<file path="src/rtl/cdb_pkg.sv">
package cdb_pkg;

  localparam int MAXP  = 8;
  localparam int VC_W  = 16;
  localparam int SEQ_W = 32;
  localparam int SRC_W = 4;

  typedef logic [VC_W-1:0] vc_t;

  typedef enum logic [1:0] {
    KIND_DELIV = 2'd0,
    KIND_NONE  = 2'd1,
    KIND_ERR   = 2'd2,
    KIND_STAMP = 2'd3
  } kind_t;

  localparam logic CFG_OWN_ID = 1'b0;
  localparam logic CFG_MASK   = 1'b1;

  // status that one sender lane reports to the merge sequencer
  typedef struct packed {
    logic ready;
    logic dup;
    logic full;
  } lane_stat_t;

endpackage

</file>
<file path="src/rtl/cdb_lane.sv">
module cdb_lane #(
  parameter int NUM_PROCS  = 8,
  parameter int PEND_DEPTH = 8,
  parameter int CMP_W      = 16,
  parameter int LANE_ID    = 0
) (
  input  logic                                     clk,
  input  logic                                     rst_n,
  input  logic [NUM_PROCS-1:0][cdb_pkg::VC_W-1:0]  key,
  input  logic [cdb_pkg::SEQ_W-1:0]                key_seq,
  input  logic                                     ins,
  input  logic                                     pop,
  input  logic [NUM_PROCS-1:0][CMP_W-1:0]          local_clk,
  output cdb_pkg::lane_stat_t                      stat,
  output logic [cdb_pkg::SEQ_W-1:0]                head_seq
);
  import cdb_pkg::*;

  localparam int FW = $clog2(PEND_DEPTH + 1);

  logic [PEND_DEPTH-1:0][NUM_PROCS-1:0][VC_W-1:0] clk_r, clk_nxt, sh_clk;
  logic [PEND_DEPTH-1:0][SEQ_W-1:0]               seq_r, seq_nxt, sh_seq;
  logic [FW-1:0]                                  fill_r, fill_nxt;
  logic [PEND_DEPTH-1:0]                          vld, lt, eq, prev_lt;
  logic                                           all_le;

  // compare every entry's own-sender slot with the new key
  always_comb begin
    for (int i = 0; i < PEND_DEPTH; i++) begin
      vld[i] = FW'(i) < fill_r;
      lt[i]  = vld[i] && (clk_r[i][LANE_ID] < key[LANE_ID]);
      eq[i]  = vld[i] && (clk_r[i][LANE_ID] == key[LANE_ID]);
    end
    prev_lt[0] = 1'b1;
    sh_clk[0]  = key;
    sh_seq[0]  = key_seq;
    for (int i = 1; i < PEND_DEPTH; i++) begin
      prev_lt[i] = lt[i-1];
      sh_clk[i]  = clk_r[i-1];
      sh_seq[i]  = seq_r[i-1];
    end
  end

  // check head against local clock
  always_comb begin
    all_le = 1'b1;
    for (int j = 0; j < NUM_PROCS; j++) begin
      if (CMP_W'(clk_r[0][j]) > local_clk[j]) all_le = 1'b0;
    end
  end

  assign stat.ready = (fill_r != '0) && all_le;
  assign stat.dup   = |eq;
  assign stat.full  = fill_r == FW'(PEND_DEPTH);
  assign head_seq   = seq_r[0];

  // insert in sorted place or pop the head
  always_comb begin
    clk_nxt  = clk_r;
    seq_nxt  = seq_r;
    fill_nxt = fill_r;
    if (ins) begin
      for (int i = 0; i < PEND_DEPTH; i++) begin
        if (!lt[i] && prev_lt[i]) begin
          clk_nxt[i] = key;
          seq_nxt[i] = key_seq;
        end else if (!lt[i]) begin
          clk_nxt[i] = sh_clk[i];
          seq_nxt[i] = sh_seq[i];
        end
      end
      fill_nxt = fill_r + 1'b1;
    end else if (pop) begin
      for (int i = 0; i < PEND_DEPTH - 1; i++) begin
        clk_nxt[i] = clk_r[i+1];
        seq_nxt[i] = seq_r[i+1];
      end
      fill_nxt = fill_r - 1'b1;
    end
  end

  always_ff @(posedge clk) begin
    clk_r <= clk_nxt;
    seq_r <= seq_nxt;
    if (!rst_n) begin
      fill_r <= '0;
    end else begin
      fill_r <= fill_nxt;
    end
  end

endmodule

</file>
<file path="config.mk">
export PLATFORM = sky130hd
export DESIGN_NAME = cdb_lane
export DESIGN_NICKNAME = d
export VERILOG_FILES = /design/src/rtl/cdb_pkg.sv /design/src/rtl/cdb_lane.sv
export SDC_FILE = /design/constraint.sdc
export NUM_CORES = 2
export LEC_CHECK = 0
export BUFFER_PORTS_ARGS = -buffer_cell sky130_fd_sc_hd__buf_2
export CORE_AREA = 2 2 364 637
export CTS_CLUSTER_SIZE = 28
export DETAILED_ROUTE_END_ITERATION = 12
export DIE_AREA = 0 0 366 639
export GPL_ROUTABILITY_DRIVEN = 0
export SYNTH_ARGS = -nofsm -noshare
export SYNTH_HDL_FRONTEND = slang
export SYNTH_SLANG_ARGS = --single-unit
</file>
<file path="constraint.sdc">
create_clock -name clk -period 9.3 [get_ports clk]
set_input_delay 0 -clock clk [delete_from_list [all_inputs] [get_ports clk]]
set_output_delay 0 -clock clk [all_outputs]
set_load 0.1 [all_outputs]
</file>
==> flow_metrics.env <==
export IMPL_fin_skew_ns=0.0823
export IMPL_dp_hpwl_um=129000
export IMPL_met1_usage_pct=21.7
export IMPL_via_per_inst=5.15
export IMPL_clock_latency_ns=0.82
export IMPL_post_route_period_util_pct=51.8
export IMPL_netlist_area_leader_share_pct=56.2
export IMPL_synth_area_leaders="edfxtp_1 56%, mux2i_1 11%, a21oi_1 6.7%"
export IMPL_root_buffer="clkbuf_16"
export IMPL_io_pin_count=327
export IMPL_cpLargestDelayFamily="compound AO/OA/AOI/OAI gates"
export IMPL_syn_area_mm2=0.0684
export IMPL_crit_type="flip-flop to primary output"
export IMPL_max_freq_ghz=0.208
export IMPL_drive_gt1_share_pct=13.9
export IMPL_grt_max_degree=241
export IMPL_clk_pin_slew_worst_paths_ns=0.06
export IMPL_cp_slowest_cell="a221oi_1"
export IMPL_outcome="finished, final reports clean"
export IMPL_antenna_found_initial=59
export IMPL_worst_path_buf_inv=1
export IMPL_maxSlewViolCount=0
export IMPL_pwr_share_comb_pct=24.5
export IMPL_leakage_nw=30.6
export IMPL_track_usage_pct=17.4
export IMPL_hold_path_depth=3
export IMPL_seq_power_share_pct=46.2
export IMPL_final_cells=9394
export IMPL_start_util_pct=29.8
export IMPL_design_area_mm2=0.0786
export IMPL_min_delay_worst_endpoint="seq_r[241]$_DFFE_PP_"
export IMPL_top_usage_layer="met2"
export IMPL_period_needed_ns=4.81
export IMPL_p_sw_mw=6.10
export IMPL_critPathLaunchType="flip-flop"
export IMPL_endpoint_kind="primary output"
export IMPL_grt_pass1_wl_um=312000
export IMPL_wire_per_inst_um=22.4
export IMPL_hold_path_class="primary input to flip-flop"
export IMPL_placed_area_mm2=0.0725
export IMPL_crit_fanout=2
export IMPL_synthCells=5920
export IMPL_post_synth_cell_area_avg_um2=11.6
export IMPL_yosys_warnings=0
export IMPL_die_x_um=366
export IMPL_final_hold_violation_count=0
export IMPL_use_met3_pct=3.18
export IMPL_netSwitchingFraction_pct=32.0
export IMPL_nets=6773
export IMPL_synth_edf_count=1280
export IMPL_setup_violations=0
export IMPL_maxCapViolCount=0
export IMPL_dr_first_iter_drc_count=3797
export IMPL_place_inst=8965
export IMPL_final_util_pct=34.3
export IMPL_rsz0062_at_grt="no"
export IMPL_area_delta_synth_final_pct=15.0
export IMPL_fp_coreArea_mm2=0.229
export IMPL_ys_ff_latch=1284
export IMPL_yosysTopAreaCell="edfxtp_1"
export IMPL_worstRegToRegCells=10
export IMPL_maxSlewHeadroom_pct=27.2
export IMPL_tightest_slew_ns=1.09
export IMPL_r2r_slack_ns=4.56
export IMPL_r2r_start="clk_r[270]$_DFFE_PP_"
export IMPL_synth_seq_area_share_pct=56.3
export IMPL_p_per_area_mw_per_mm2=242
export IMPL_design_power_total_mw=19.1
export IMPL_worstHoldStart="key_seq[17]"
export IMPL_clock_sinks=1284
export IMPL_clk_path_buf_depth=4
export IMPL_htree_levels=4
export IMPL_cts_tree="yes"
export IMPL_p_int_mw=13.0
export IMPL_use_met2_pct=29.8
export IMPL_path_cells="ha_1 > a21oi_1 > o21ai_0 > a221oi_1 > nor3_1 > or4_1 > a2111oi_0 > and4_1 > buf_2"
export IMPL_drc=0
export IMPL_cts_made_buffers=145
export IMPL_postCtsSetupRepairBufs=0
export IMPL_crit_required_ns=9.30
export IMPL_synthFlopType="edfxtp_1"
export IMPL_dieArea_mm2=0.234
export IMPL_totalWireLength_um=211000
export IMPL_post_synth_num_cell_types=56
export IMPL_drt_pre_antenna_iters=6
export IMPL_portBuffers=326
export IMPL_final_antenna_net_count=0
export IMPL_peakVddDrop_v=0.000168
export IMPL_async_flop_share_pct=0
export IMPL_vias=48400
export IMPL_fin_setup_tns_ns=0
export IMPL_fp_row_count=233
export IMPL_synth_fp_nets=6471
export IMPL_max_stage_delay_ns=0.78
export IMPL_clock_power_share_pct=29.3
export IMPL_die_y_um=639
export IMPL_grt_overflow=0
export IMPL_timing_rr_end="clk_r[493]$_DFFE_PP_"
export IMPL_crit_arrival_ns=4.81
export IMPL_grt_pass1_vias=48900
sequential cells by signal (all words and copies together), names as in the netlist:
name,flops
head_seq,32
clk_r,1024
fill_r,4
seq_r,224
synthesized netlist by cell type, types with 13 or more instances:
cell      instances
a31oi_1         161
buf_6            38
mux2_1           54
a21o_1           19
buf_4            66
nand4_1          58
nor2b_1          15
a21oi_1         919
ha_1            259
o21ai_0          22
edfxtp_1       1280
inv_1           159
buf_1            13
mux2i_1         782
nand2_1         373
mux2_2          265
clkbuf_1        244
buf_2            49
nor2_1          984
nor3_1           23
nand3_1          36
area by class of cell:
cell class	instances	area [um2]
Tap cell	3055	3820
Clock buffer	180	3820
Sequential cell	1284	38500
Clock inverter	62	551
Fill cell	23000	151000
Antenna cell	22	55.1
Multi-Input combinational cell	4066	27300
Timing Repair Buffer	565	3990
Inverter	160	601
worst register-to-register path, cell delays in order, from the launching register on:
cell,delay (ns)
edfxtp_1,0.46
ha_1,0.35
nand4_1,0.19
nor4_1,0.63
a21boi_1,0.46
a2111oi_4,0.10
buf_4,0.24
nand2_4,0.71
buf_12,0.69
mux2i_1,0.46
a21oi_1,0.10
power by group through the flow:
stage / clock network [mW] / registers (mW) / logic, mW
after global routing: 5.92 / 8.95 / 5.12
after global placement: 0 / 8.87 / 4.53
final: 5.59 / 8.80 / 4.67
after detailed placement: 0 / 8.91 / 4.64
after floorplan: 0 / 8.69 / 3.36
after CTS: 5.75 / 8.81 / 4.72
per-stage QoR:
step           setup slack, ns  hold WS [ns]
6_report                  4.49         0.150
5_1_grt                   4.22         0.125
4_1_cts                   4.22        0.0785
3_5_place_dp              4.61         0.266
3_3_place_gp              4.56         0.257
2_1_floorplan            0.135         0.122
logic make-up (layout without fill, tap and decap cells):
family          count (synthesis)  count (layout)  share of synthesized area [%]
simple gates                 1519            1519                           8.87
flops                        1284            1284                           56.3
compound gates               1184            1184                           9.35
mux                          1101            1101                           16.7
buf+inv                       570             967                           4.00
fa+ha+maj                     259             259                           4.74
xor+xnor                        3               3                         0.0384
other cells                     0              22                              0
per-layer routing:
layer | vias to the layer above | share of wire (%)
met2 | 1397 | 49
met4 | 44 | 3.5
met1 | 24100 | 42
met5 | - | 0.14
li1 | 22400 | -
met3 | 429 | 5.8
layout by cell type (no fill, tap or decap), types with 8 or more instances in the layout:
master,n
edfxtp_1,1280
nor2_1,981
a21oi_1,915
mux2i_1,782
nand2_1,371
buf_2,325
mux2_2,265
ha_1,259
dlygate4sd3_1,165
a31oi_1,161
inv_1,159
clkbuf_16,148
buf_4,63
nand4_1,58
mux2_1,54
nand3_1,36
clkbuf_1,32
nor3_1,23
diode_2,22
o21ai_0,22
clkinv_1,20
a21o_1,19
clkinv_2,16
nor2b_1,14
buf_12,12
o211ai_1,11
a211oi_1,9
clkinvlp_4,8
bufinv_16,8
timing repair:
item                       CTS  global route
hold buffers               165             0
resized for setup            0             0
hold endpoints to repair  1277             0
worst max-delay path by stage:
stage                                    start  cells past startpoint                    to
after floorplan           clk_r[142]$_DFFE_PP_                      8  clk_r[128]$_DFFE_PP_
after global placement    clk_r[270]$_DFFE_PP_                     10  clk_r[464]$_DFFE_PP_
after detailed placement               key[14]                     12  seq_r[252]$_DFFE_PP_
after CTS                 clk_r[117]$_DFFE_PP_                      9               stat[2]
after global routing       clk_r[75]$_DFFE_PP_                      8               stat[2]
final                     clk_r[117]$_DFFE_PP_                      9               stat[2]
Power figures use the tool's default switching activity.
